<file path="src/hhef_pkg.sv">
// Shared types, constants and helpers for the HTTP header end finder.
package hhef_pkg;

	// Default buffer size limit in bytes
	localparam int unsigned MAX_BUFFER_BYTES_DEF = 65535;

	// Buffers below this length are rejected
	localparam int unsigned MIN_BUFFER_BYTES = 16;

	// Length of the HTTP/ prefix
	localparam int unsigned PREFIX_LEN = 5;

	// Line break characters
	localparam logic [7:0] CH_CR = 8'h0D;
	localparam logic [7:0] CH_LF = 8'h0A;

	// Terminator lengths
	localparam logic [15:0] QUAD_TERM_LEN = 16'd4;
	localparam logic [15:0] PAIR_TERM_LEN = 16'd2;

	// Result status codes
	typedef enum logic [2:0] {
		ST_FOUND      = 3'd0,
		ST_SHORT      = 3'd1,
		ST_BAD_PREFIX = 3'd2,
		ST_NO_END     = 3'd3,
		ST_OVERFLOW   = 3'd4
	} status_t;

	// One result item passed to the output register
	typedef struct packed {
		status_t     status;
		logic [15:0] header_length;
		logic [15:0] data_offset;
		logic [15:0] data_length;
	} result_t;

	// Expected character of the prefix at a given position
	function automatic logic [7:0] prefix_char(input logic [2:0] pos);
		logic [7:0] ch;
		case (pos)
			3'd0:    ch = 8'h48; // H
			3'd1:    ch = 8'h54; // T
			3'd2:    ch = 8'h54; // T
			3'd3:    ch = 8'h50; // P
			3'd4:    ch = 8'h2F; // slash
			default: ch = 8'h00;
		endcase
		return ch;
	endfunction

	// Map lower-case letters to upper case
	function automatic logic [7:0] fold_upper(input logic [7:0] ch);
		logic [7:0] r;
		if (ch >= 8'h61 && ch <= 8'h7A) begin
			r = ch - 8'h20;
		end else begin
			r = ch;
		end
		return r;
	endfunction

endpackage

</file>
<file path="src/http_header_end_finder.sv">
// HTTP header end finder: input register, byte scanner, result register.
// Result path: the last byte passes the input register, then the result register, whose load raises result valid.
// Throughput: one byte per cycle while byte_stall is low; the scanner updates its state once per byte.
// A non-last byte moves on even while a result waits; only a last byte waits for the slot.
// Reset (arst_n low, asynchronous) empties both registers and returns the scan state
// to its start; the same state is restored after every last byte.
module http_header_end_finder #(
	parameter int unsigned MAX_BUFFER_BYTES = hhef_pkg::MAX_BUFFER_BYTES_DEF
) (
	input  logic        clk,
	input  logic        arst_n,
	input  logic        byte_valid,
	output logic        byte_stall,
	input  logic [7:0]  byte_value,
	input  logic        last_byte,
	output logic        result_valid,
	input  logic        result_stall,
	output logic [2:0]  status,
	output logic [15:0] header_length,
	output logic [15:0] data_offset,
	output logic [15:0] data_length
);
	import hhef_pkg::*;

	logic       valid_s1;
	logic [7:0] byte_s1;
	logic       last_s1;
	logic       accept;
	logic       s1_move;
	logic       out_free;
	result_t    res;

	// Stage 1 moves on unless its last byte finds the result slot full
	assign s1_move    = valid_s1 && (!last_s1 || out_free);
	assign byte_stall = valid_s1 && !s1_move;
	assign accept     = byte_valid && !byte_stall;

	// Input register
	always_ff @(posedge clk or negedge arst_n) begin
		if (!arst_n) begin
			valid_s1 <= 1'b0;
		end else if (accept) begin
			valid_s1 <= 1'b1;
		end else if (s1_move) begin
			valid_s1 <= 1'b0;
		end
	end

	always_ff @(posedge clk) begin
		if (accept) begin
			byte_s1 <= byte_value;
			last_s1 <= last_byte;
		end
	end

	hhef_scan #(
		.MAX_BUFFER_BYTES(MAX_BUFFER_BYTES)
	) u_scan (
		.clk        (clk),
		.arst_n     (arst_n),
		.step       (s1_move),
		.byte_value (byte_s1),
		.last_byte  (last_s1),
		.res        (res)
	);

	hhef_out u_out (
		.clk           (clk),
		.arst_n        (arst_n),
		.load          (s1_move && last_s1),
		.res           (res),
		.free          (out_free),
		.result_valid  (result_valid),
		.result_stall  (result_stall),
		.status        (status),
		.header_length (header_length),
		.data_offset   (data_offset),
		.data_length   (data_length)
	);

endmodule

</file>
<file path="src/hhef_scan.sv">
// Byte scanner: prefix check, terminator search and final result computation.
module hhef_scan #(
	parameter int unsigned MAX_BUFFER_BYTES = hhef_pkg::MAX_BUFFER_BYTES_DEF
) (
	input  logic              clk,
	input  logic              arst_n,
	input  logic              step,
	input  logic [7:0]        byte_value,
	input  logic              last_byte,
	output hhef_pkg::result_t res
);
	import hhef_pkg::*;

	localparam int unsigned CNT_W = $clog2(MAX_BUFFER_BYTES + 2);
	localparam logic [CNT_W-1:0] CNT_MAX = CNT_W'(MAX_BUFFER_BYTES);
	localparam logic [CNT_W-1:0] CNT_SAT = CNT_W'(MAX_BUFFER_BYTES + 1);

	logic [CNT_W-1:0] byte_count_q, byte_count_d;
	logic [23:0]      recent_bytes_q, recent_bytes_d;
	logic             prefix_good_q, prefix_good_d;
	logic [CNT_W-1:0] crlf_pair_start_q, crlf_pair_start_d;
	logic             crlf_pair_seen_q, crlf_pair_seen_d;
	logic [CNT_W-1:0] double_lf_start_q, double_lf_start_d;
	logic             double_lf_seen_q, double_lf_seen_d;
	logic [CNT_W-1:0] lfcr_pair_start_q, lfcr_pair_start_d;
	logic             lfcr_pair_seen_q, lfcr_pair_seen_d;

	logic [7:0] b1, b2, b3;
	logic       scan_en;
	logic       ge1, ge3;
	logic [15:0] len16, hlen16, term_len;

	assign b1 = recent_bytes_q[7:0];
	assign b2 = recent_bytes_q[15:8];
	assign b3 = recent_bytes_q[23:16];
	assign scan_en = byte_count_q < CNT_MAX;
	assign ge1 = byte_count_q >= CNT_W'(1);
	assign ge3 = byte_count_q >= CNT_W'(3);

	// Next scan state for the byte in hand
	always_comb begin
		byte_count_d      = byte_count_q;
		recent_bytes_d    = recent_bytes_q;
		prefix_good_d     = prefix_good_q;
		crlf_pair_start_d = crlf_pair_start_q;
		crlf_pair_seen_d  = crlf_pair_seen_q;
		double_lf_start_d = double_lf_start_q;
		double_lf_seen_d  = double_lf_seen_q;
		lfcr_pair_start_d = lfcr_pair_start_q;
		lfcr_pair_seen_d  = lfcr_pair_seen_q;
		if (scan_en) begin
			if (byte_count_q < CNT_W'(PREFIX_LEN) &&
				fold_upper(byte_value) != prefix_char(byte_count_q[2:0])) begin
				prefix_good_d = 1'b0;
			end
			if (!crlf_pair_seen_q && ge3 && b3 == CH_CR && b2 == CH_LF &&
				b1 == CH_CR && byte_value == CH_LF) begin
				crlf_pair_seen_d  = 1'b1;
				crlf_pair_start_d = byte_count_q - CNT_W'(3);
			end
			if (!double_lf_seen_q && ge1 && b1 == CH_LF && byte_value == CH_LF) begin
				double_lf_seen_d  = 1'b1;
				double_lf_start_d = byte_count_q - CNT_W'(1);
			end
			if (!lfcr_pair_seen_q && ge3 && b3 == CH_LF && b2 == CH_CR &&
				b1 == CH_LF && byte_value == CH_CR) begin
				lfcr_pair_seen_d  = 1'b1;
				lfcr_pair_start_d = byte_count_q - CNT_W'(3);
			end
			recent_bytes_d = {recent_bytes_q[15:0], byte_value};
			byte_count_d   = byte_count_q + CNT_W'(1);
		end else begin
			byte_count_d = CNT_SAT;
		end
	end

	// Final result from the state after this byte; priority is fixed
	always_comb begin
		res      = '0;
		len16    = 16'(byte_count_d);
		hlen16   = '0;
		term_len = '0;
		if (byte_count_d > CNT_MAX) begin
			res.status = ST_OVERFLOW;
		end else if (byte_count_d < CNT_W'(MIN_BUFFER_BYTES)) begin
			res.status = ST_SHORT;
		end else if (!prefix_good_d) begin
			res.status = ST_BAD_PREFIX;
		end else if (crlf_pair_seen_d) begin
			res.status = ST_FOUND;
			hlen16     = 16'(crlf_pair_start_d);
			term_len   = QUAD_TERM_LEN;
		end else if (double_lf_seen_d) begin
			res.status = ST_FOUND;
			hlen16     = 16'(double_lf_start_d);
			term_len   = PAIR_TERM_LEN;
		end else if (lfcr_pair_seen_d) begin
			res.status = ST_FOUND;
			hlen16     = 16'(lfcr_pair_start_d);
			term_len   = QUAD_TERM_LEN;
		end else begin
			res.status = ST_NO_END;
		end
		if (res.status == ST_FOUND) begin
			res.header_length = hlen16;
			res.data_offset   = hlen16 + term_len;
			res.data_length   = len16 - hlen16 - term_len;
		end
	end

	// State registers; cleared after the last byte of a buffer
	always_ff @(posedge clk or negedge arst_n) begin
		if (!arst_n) begin
			byte_count_q      <= '0;
			recent_bytes_q    <= '0;
			prefix_good_q     <= 1'b1;
			crlf_pair_start_q <= '0;
			crlf_pair_seen_q  <= 1'b0;
			double_lf_start_q <= '0;
			double_lf_seen_q  <= 1'b0;
			lfcr_pair_start_q <= '0;
			lfcr_pair_seen_q  <= 1'b0;
		end else if (step) begin
			if (last_byte) begin
				byte_count_q      <= '0;
				recent_bytes_q    <= '0;
				prefix_good_q     <= 1'b1;
				crlf_pair_start_q <= '0;
				crlf_pair_seen_q  <= 1'b0;
				double_lf_start_q <= '0;
				double_lf_seen_q  <= 1'b0;
				lfcr_pair_start_q <= '0;
				lfcr_pair_seen_q  <= 1'b0;
			end else begin
				byte_count_q      <= byte_count_d;
				recent_bytes_q    <= recent_bytes_d;
				prefix_good_q     <= prefix_good_d;
				crlf_pair_start_q <= crlf_pair_start_d;
				crlf_pair_seen_q  <= crlf_pair_seen_d;
				double_lf_start_q <= double_lf_start_d;
				double_lf_seen_q  <= double_lf_seen_d;
				lfcr_pair_start_q <= lfcr_pair_start_d;
				lfcr_pair_seen_q  <= lfcr_pair_seen_d;
			end
		end
	end

endmodule

</file>
<file path="src/hhef_out.sv">
// Result register with valid/stall handshake toward the consumer.
module hhef_out (
	input  logic              clk,
	input  logic              arst_n,
	input  logic              load,
	input  hhef_pkg::result_t res,
	output logic              free,
	output logic              result_valid,
	input  logic              result_stall,
	output logic [2:0]        status,
	output logic [15:0]       header_length,
	output logic [15:0]       data_offset,
	output logic [15:0]       data_length
);
	import hhef_pkg::*;

	logic    valid_q;
	result_t res_q;

	// Slot can take a new result when empty or draining this cycle
	assign free = !valid_q || !result_stall;

	// Valid flag
	always_ff @(posedge clk or negedge arst_n) begin
		if (!arst_n) begin
			valid_q <= 1'b0;
		end else if (load) begin
			valid_q <= 1'b1;
		end else if (!result_stall) begin
			valid_q <= 1'b0;
		end
	end

	// Payload, held while stalled
	always_ff @(posedge clk) begin
		if (load) begin
			res_q <= res;
		end
	end

	assign result_valid  = valid_q;
	assign status        = res_q.status;
	assign header_length = res_q.header_length;
	assign data_offset   = res_q.data_offset;
	assign data_length   = res_q.data_length;

endmodule

</file>
<file path="config.mk">
export PLATFORM = sky130hd
export DESIGN_NAME = http_header_end_finder
export DESIGN_NICKNAME = d
export VERILOG_FILES = /design/src/hhef_pkg.sv /design/src/http_header_end_finder.sv /design/src/hhef_scan.sv /design/src/hhef_out.sv
export SDC_FILE = /design/constraint.sdc
export NUM_CORES = 1
export LEC_CHECK = 0
export CAP_MARGIN = 20
export CORE_MARGIN = 2
export CORE_UTILIZATION = 65
export DETAILED_ROUTE_END_ITERATION = 10
export DONT_BUFFER_PORTS = 1
export PLACE_DENSITY = 0.81
export SYNTH_ARGS = -nofsm -noshare
export SYNTH_HDL_FRONTEND = slang
export SYNTH_HIERARCHICAL = 1
export SYNTH_SLANG_ARGS = --single-unit
</file>
<file path="constraint.sdc">
create_clock -name clk -period 6.6 [get_ports clk]
set_input_delay 1.32 -clock clk [delete_from_list [all_inputs] [get_ports clk]]
set_output_delay 1.32 -clock clk [all_outputs]
set_load 0.02 [all_outputs]
</file>
### Yosys cells after proc, flatten, opt, wreduce, memory -nomap -nowiden

Index checks and enable logic that the tools add are counted.

* word-level logic and storage cells: 132
* input bits: 13
* flip-flop bits (word level): 155

* reduce and logical (&&, ||, !) cells: 35
* magnitude comparators: 8
* multiplexer cells: 51
* $add $sub $neg: 7
* equality and inequality tests: 14

Operators with widths (count)
* 2-to-1 mux 16 bit: 20
* == test 8 x 4 -> 1 bit (second input constant): 8
* 2-to-1 mux 24 bit: 2
* 2-to-1 mux 17 bit: 2
* subtractor 16 bit: 2
* one-hot mux 7 bit (4 select lines): 1
* 2-to-1 mux 8 bit: 3
* logical AND 1 bit: 19
* 2-to-1 mux 3 bit: 6
* adder 17 x 1 -> 17 bit (second input constant): 1
* >= comparator 17 x 1 -> 1 bit (second input constant): 1
* >= comparator 17 x 2 -> 1 bit (second input constant): 1
* greater-than comparator 17 x 16 -> 1 bit (second input constant): 1
* < comparator 17 x 16 -> 1 bit (second input constant): 1
* < comparator 17 x 3 -> 1 bit (second input constant): 1
* < comparator 17 x 5 -> 1 bit (second input constant): 1
* adder 16 bit: 1
* 2-to-1 mux 1 bit: 16
* subtractor 16 x 1 -> 16 bit (second input constant): 1
* subtractor 16 x 2 -> 16 bit (second input constant): 1
* >= comparator 8 x 7 -> 1 bit (second input constant): 1
* <= comparator 8 x 7 -> 1 bit (second input constant): 1
* logical NOT 1 bit: 8
* != test 8 bit: 1
* other kinds (11): 15

### Depth between registers and ports, before layout

* word-level depth: 16
* mapped depth: 26
* mapped depth without buffers: 23

### By module

The synthesis kept the hierarchy.

Modules (own cells, without submodules)
* hhef_scan: area an instance 7462.2 µm², cells an instance 921, times used 1
* hhef_out: area an instance 1567.8 µm², cells an instance 54, times used 1
* http_header_end_finder: area an instance 350.3 µm², cells an instance 17, times used 1

### Worst setup path after synthesis

No wires, ideal clock.

* path kind: register to register
* from: register u_scan.byte_count_q[0]
* to: register u_out.res_q, in the netlist u_out/data_length[14] (data pin)
* stages on the path, launching flop included: 25
* data required time: 6.330 ns
* setup time: 0.270 ns
* clock period less this slack: 5.568 ns
* arrival time: 5.298 ns
* path slack: 1.032 ns
* cells stage by stage: dfrtp_1 clkbuf_1 inv_1 ha_1 ha_1 o31a_1 nor4b_1 nand3_1 o41ai_4 nand3_4 buf_2 buf_1 a311oi_1 ha_1 fa_1 nor2b_1 o21ai_0 a21oi_1 o21ai_0 nand2b_1 a21o_1 nand4_1 a31oi_1 mux2i_1 a21oi_1

* word-level cells in the longest chain between the ends: 16
* elaborated cells on any way between the ends: 68
* classes of those cells: add/sub (5); order compare (6); eq/ne (5); mux (35); reduce/logical (17)

Ends and longest elaborated chain
* start, declared: RTL line hhef_scan.sv:18 `logic [CNT_W-1:0] byte_count_q, byte_count_d;`
* start signal, assigned: RTL line hhef_scan.sv:135 `byte_count_q <= byte_count_d;`
* >= comparator 17 x 2 -> 1 bit: RTL line hhef_scan.sv:38 `assign ge3 = byte_count_q >= CNT_W'(3);`
* logical AND 1 bit (4 in a row): RTL line hhef_scan.sv:65 `if (!lfcr_pair_seen_q && ge3 && b3 == CH_LF && b2 == CH_CR &&`
* logical AND 1 bit: RTL line hhef_scan.sv:66 `b1 == CH_LF && byte_value == CH_CR) begin`
* 2-to-1 mux 16 bit / 2-to-1 mux 1 bit (equally long branches): RTL line hhef_scan.sv:65
* 2-to-1 mux 16 bit / 2-to-1 mux 1 bit (equally long branches): RTL line hhef_scan.sv:51 `if (scan_en) begin`
* 2-to-1 mux 16 bit: RTL line hhef_scan.sv:97 `end else if (lfcr_pair_seen_d) begin`
* 2-to-1 mux 16 bit: RTL line hhef_scan.sv:93 `end else if (double_lf_seen_d) begin`
* 2-to-1 mux 16 bit: RTL line hhef_scan.sv:89 `end else if (crlf_pair_seen_d) begin`
* 2-to-1 mux 16 bit: RTL line hhef_scan.sv:87 `end else if (!prefix_good_d) begin`
* 2-to-1 mux 16 bit: RTL line hhef_scan.sv:85 `end else if (byte_count_d < CNT_W'(MIN_BUFFER_BYTES)) begin`
* 2-to-1 mux 16 bit: RTL line hhef_scan.sv:83 `if (byte_count_d > CNT_MAX) begin`
* subtractor 16 bit (2 in a row): RTL line hhef_scan.sv:107 `res.data_length = len16 - hlen16 - term_len;`
* end signal, assigned: RTL line hhef_out.sv:37 `res_q <= res;`
* end, declared: RTL line hhef_out.sv:18 `result_t res_q;`

Several ways; a longest one is shown, not always the timed one. The select of a mux whose other input is x is not followed.
A chain may end at the register's enable or synchronous reset.

### Final worst setup path

Same ends and word-level chain as after synthesis.

==> impl_metrics.tcl <==
set metrics [dict create \
    worst-r2r-cell-count 22 \
    antenna_cells 0 \
    yosys_warnings 6 \
    row_count 43 \
    maxSlewHeadroom_pct 28.8 \
    criticalPathCategory "flip-flop to flip-flop" \
    cp-startpoint "u_scan/byte_count_q[0]$_DFFE_PN0P_" \
    multi_input_comb_area_um2 4790 \
    timing.critical_path.required_ns 6.77 \
    dr.first_iter.drc_count 1250 \
    placement.io_buffers 0 \
    remaining_drcs 0 \
    yosys.cell_types.count 86 \
    regToRegSetupSlack_ns 0.54 \
    status "finished, final reports clean" \
    final_antenna_net_count 0 \
    mappedNetlistArea_um2 9380 \
    drt_wl_total_um 27200 \
    first_pass_iters 6 \
    cp_max_fo 17 \
    arrival_ns 6.23 \
    post_synth_inst_count 992 \
    maxSlewViolCount 0 \
    clock_sinks 155 \
    finalNetCount 1035 \
    peakVddDrop_v 0.000227 \
    setup_tns_ns 0 \
    finalSetupViolCount 0 \
    total_global_route_track_usage_pct 36.4 \
    place.gp.congestion 0.980 \
    tightestPinTransition_ns 1.06 \
    grt.overflow.total 0 \
    period_minus_slack_ns 6.06 \
    synthArstFlopShare_pct 61.3 \
    worst_setup_path_start_kind "flip-flop" \
    seqCellArea_um2 4180 \
    area_overhead_vs_synth_pct 8.22 \
    synth_sequential_area_ratio_pct 44.6 \
    worst_clock_skew_ns 0.0123 \
    wire_length_of_the_first_global_routing_pass_um 41600 \
    vias_per_cell 6.98 \
    synth_seq_cells 155 \
    holdPathStages 2 \
    maxCapViolations 0 \
    grt_pass1_vias 7493 \
    endpoint_kind "flip-flop" \
    num_vias 8202 \
    regToRegEndpoint "u_out/data_length[14]$_DFFE_PP_" \
    largest_net_degree_at_the_start_of_global_routing 96 \
    timing.hold.worst.start "u_scan/double_lf_start_q[11]$_DFFE_PN0P_" \
    number_of_clock_buffers_inserted_by_tritoncts 17 \
    hold_path_class "flip-flop to flip-flop" \
    cts_hold_buf 0 \
    fmax_ghz 0.165 \
    syn-num-nets 1045 \
    syn_avg_cell_area_um2 9.46 \
    fin_crit_share_pct 91.9 \
    synth_ff_type "sky130_fd_sc_hd__dfrtp_1" \
    fillers 995 \
    wire_per_inst_um 23.1 \
    cts-htree-levels 4 \
    placeableCoreArea_um2 14000 \
    grt_setup_unrepaired "false" \
    die_x_um 124 \
    die_height_um 124 \
    min_to "u_scan/double_lf_start_q[11]$_DFFE_PN0P_" \
    worst_r2r_startpoint "u_scan/byte_count_q[0]$_DFFE_PN0P_" \
    clk_root_buffer_cell "sky130_fd_sc_hd__clkbuf_16" \
    max-clock-path-buffers 2 \
    layout-drive-gt1-share_pct 9.55 \
    dpl.hpwl_um 19000 \
    clk_transition_reported_paths_ns 0.07 \
    synth_edf_count 60 \
    report.final.hold_viol_count 0 \
    cellPowerDensity_nw_per_um2 240 \
    clkLatencyLatePin_ns 0.43 \
    antenna_found_initial 2 \
    clock_tree_from_tritoncts "done" \
    initial_core_util_pct 67.1 \
    ioPinCount 66 \
    p_leak_nw 4.22 \
    fp.dieArea_um2 15400 \
    whs_ns 0.488 \
]
## state kept, by name, indices dropped and copies added, names as in the netlist
register / count
u_scan/lfcr_pair_seen_q: 1
u_scan/crlf_pair_start_q: 16
u_out/data_length: 16
u_out/header_length: 16
u_scan/prefix_good_q: 1
last_s1: 1
valid_s1: 1
u_scan/recent_bytes_q: 24
u_out/result_valid: 1
u_out/status: 3
u_out/data_offset: 16
u_scan/double_lf_seen_q: 1
u_scan/byte_count_q: 17
u_scan/double_lf_start_q: 16
u_scan/lfcr_pair_start_q: 16
u_scan/crlf_pair_seen_q: 1
byte_s1: 8
## layer usage
metal	routed length [um]	GRT usage, %	vias to the layer above
li1	-	-	3582
met1	10900	51.2	3876
met2	11900	52.4	626
met3	3020	8.93	116
met4	1340	18.8	2
met5	13	0	-
## cells in the final DEF, fill, tap and decap left out, types with 6 or more instances in the layout
master | Yosys | final
sky130_fd_sc_hd__nand3_1 | 21 | 21
sky130_fd_sc_hd__nor4_1 | 13 | 13
sky130_fd_sc_hd__nor3_1 | 34 | 34
sky130_fd_sc_hd__nand2_1 | 134 | 134
sky130_fd_sc_hd__a211oi_1 | 8 | 8
sky130_fd_sc_hd__nand2b_1 | 9 | 9
sky130_fd_sc_hd__and3_1 | 12 | 12
sky130_fd_sc_hd__a21oi_1 | 33 | 32
sky130_fd_sc_hd__nor4b_1 | 6 | 6
sky130_fd_sc_hd__and2_1 | 11 | 11
sky130_fd_sc_hd__nor3b_1 | 8 | 8
sky130_fd_sc_hd__nand4_1 | 17 | 17
sky130_fd_sc_hd__buf_4 | 4 | 26
sky130_fd_sc_hd__o21ai_1 | 8 | 8
sky130_fd_sc_hd__o31ai_1 | 8 | 8
sky130_fd_sc_hd__ha_1 | 39 | 39
sky130_fd_sc_hd__nor2_1 | 68 | 67
sky130_fd_sc_hd__a21o_1 | 7 | 7
sky130_fd_sc_hd__inv_1 | 46 | 46
sky130_fd_sc_hd__nor2b_1 | 9 | 9
sky130_fd_sc_hd__a22o_1 | 28 | 28
sky130_fd_sc_hd__xor2_1 | 28 | 28
sky130_fd_sc_hd__nand4b_1 | 9 | 9
sky130_fd_sc_hd__or3_1 | 9 | 9
sky130_fd_sc_hd__o21ai_0 | 69 | 69
sky130_fd_sc_hd__xnor2_1 | 35 | 35
sky130_fd_sc_hd__dfrtp_1 | 94 | 93
sky130_fd_sc_hd__edfxtp_1 | 60 | 60
sky130_fd_sc_hd__clkbuf_16 | 0 | 17
## power breakdown
part	switching, W	total (W)	leakage, nW	internal, W
combinational	0.000262	0.000412	2.08	0.000150
clock	0.000421	0.000910	0.262	0.000489
sequential	0.0000658	0.00111	1.88	0.00104
## worst max-delay path by stage
stage | to | slack (ns) | cells after the start
after floorplan | u_out/data_length[14]$_DFFE_PP_ | 1.03 | 24
after global placement | u_out/data_length[14]$_DFFE_PP_ | 0.79 | 22
after detailed placement | u_out/data_length[14]$_DFFE_PP_ | 0.49 | 22
after CTS | u_out/data_length[14]$_DFFE_PP_ | 0.45 | 22
after global routing | u_out/data_length[14]$_DFFE_PP_ | 0.21 | 22
final | u_out/data_length[14]$_DFFE_PP_ | 0.54 | 22
## cell families after synthesis
kind of cell,after synthesis,synth area share [%]
fa+ha+maj,40,5.42
compound gates,224,16.5
xor+xnor,63,5.88
buf+inv,106,4.52
mux,10,1.13
flops,155,44.6
simple gates,394,22.0
## synth_stat cells, drive strengths merged, types with 23 or more instances
library cell | n | area [um^2]
xor2 | 28 | 245
nor3 | 37 | 206
a22o | 28 | 245
nor2 | 70 | 268
clkbuf | 42 | 159
edfxtp | 60 | 1800
xnor2 | 35 | 307
nand3 | 23 | 133
nand2 | 135 | 509
ha | 39 | 488
dfrtp | 94 | 2350
o21ai | 77 | 385
inv | 46 | 173
a21oi | 33 | 165
## metrics by stage
stage	area [um^2]	std cells	util, %	setup WS, ns	total power [W]
after global routing	10200	1175	72.6	0.209	0.00251
after global placement	9570	1140	68.4	0.794	0.00152
final	10200	1175	72.6	0.536	0.00243
after CTS	10100	1173	72.4	0.451	0.00242
after floorplan	9380	992	-	1.03	0.00140
after detailed placement	9580	1141	68.5	0.490	0.00152
## timing repair
action / CTS / global route
setup buffers: 0 / 0
setup endpoints to repair: 0 / 1
resized for setup: 0 / 1
## cell type report
type | count | share of cell area, %
Sequential cell | 155 | 41.2
Multi-Input combinational cell | 731 | 47.1
Timing Repair Buffer | 29 | 2.28
Clock inverter | 14 | 1.16
Inverter | 48 | 1.77
Clock buffer | 18 | 4.23
Tap cell | 180 | 2.22
## worst max-delay path, stage by stage, from the launching register on
cell and delay, ns:
sky130_fd_sc_hd__dfrtp_2 0.54, sky130_fd_sc_hd__inv_1 0.16, sky130_fd_sc_hd__ha_1 0.34, sky130_fd_sc_hd__ha_1 0.28, sky130_fd_sc_hd__o31a_1 0.32, sky130_fd_sc_hd__nor4b_1 0.28, sky130_fd_sc_hd__nand3_1 0.17, sky130_fd_sc_hd__o41ai_4 0.47
sky130_fd_sc_hd__nand3_4 0.22, sky130_fd_sc_hd__buf_4 0.26, sky130_fd_sc_hd__a221oi_1 0.39, sky130_fd_sc_hd__ha_1 0.31, sky130_fd_sc_hd__ha_1 0.32, sky130_fd_sc_hd__nor2b_1 0.18, sky130_fd_sc_hd__o21ai_0 0.17, sky130_fd_sc_hd__a21oi_1 0.22
sky130_fd_sc_hd__o21ai_0 0.10, sky130_fd_sc_hd__nand2b_1 0.11, sky130_fd_sc_hd__a21o_1 0.15, sky130_fd_sc_hd__nand4_1 0.14, sky130_fd_sc_hd__a31oi_1 0.33, sky130_fd_sc_hd__mux2i_1 0.24, sky130_fd_sc_hd__a21oi_1 0.09
Power figures use the tool's default switching activity.
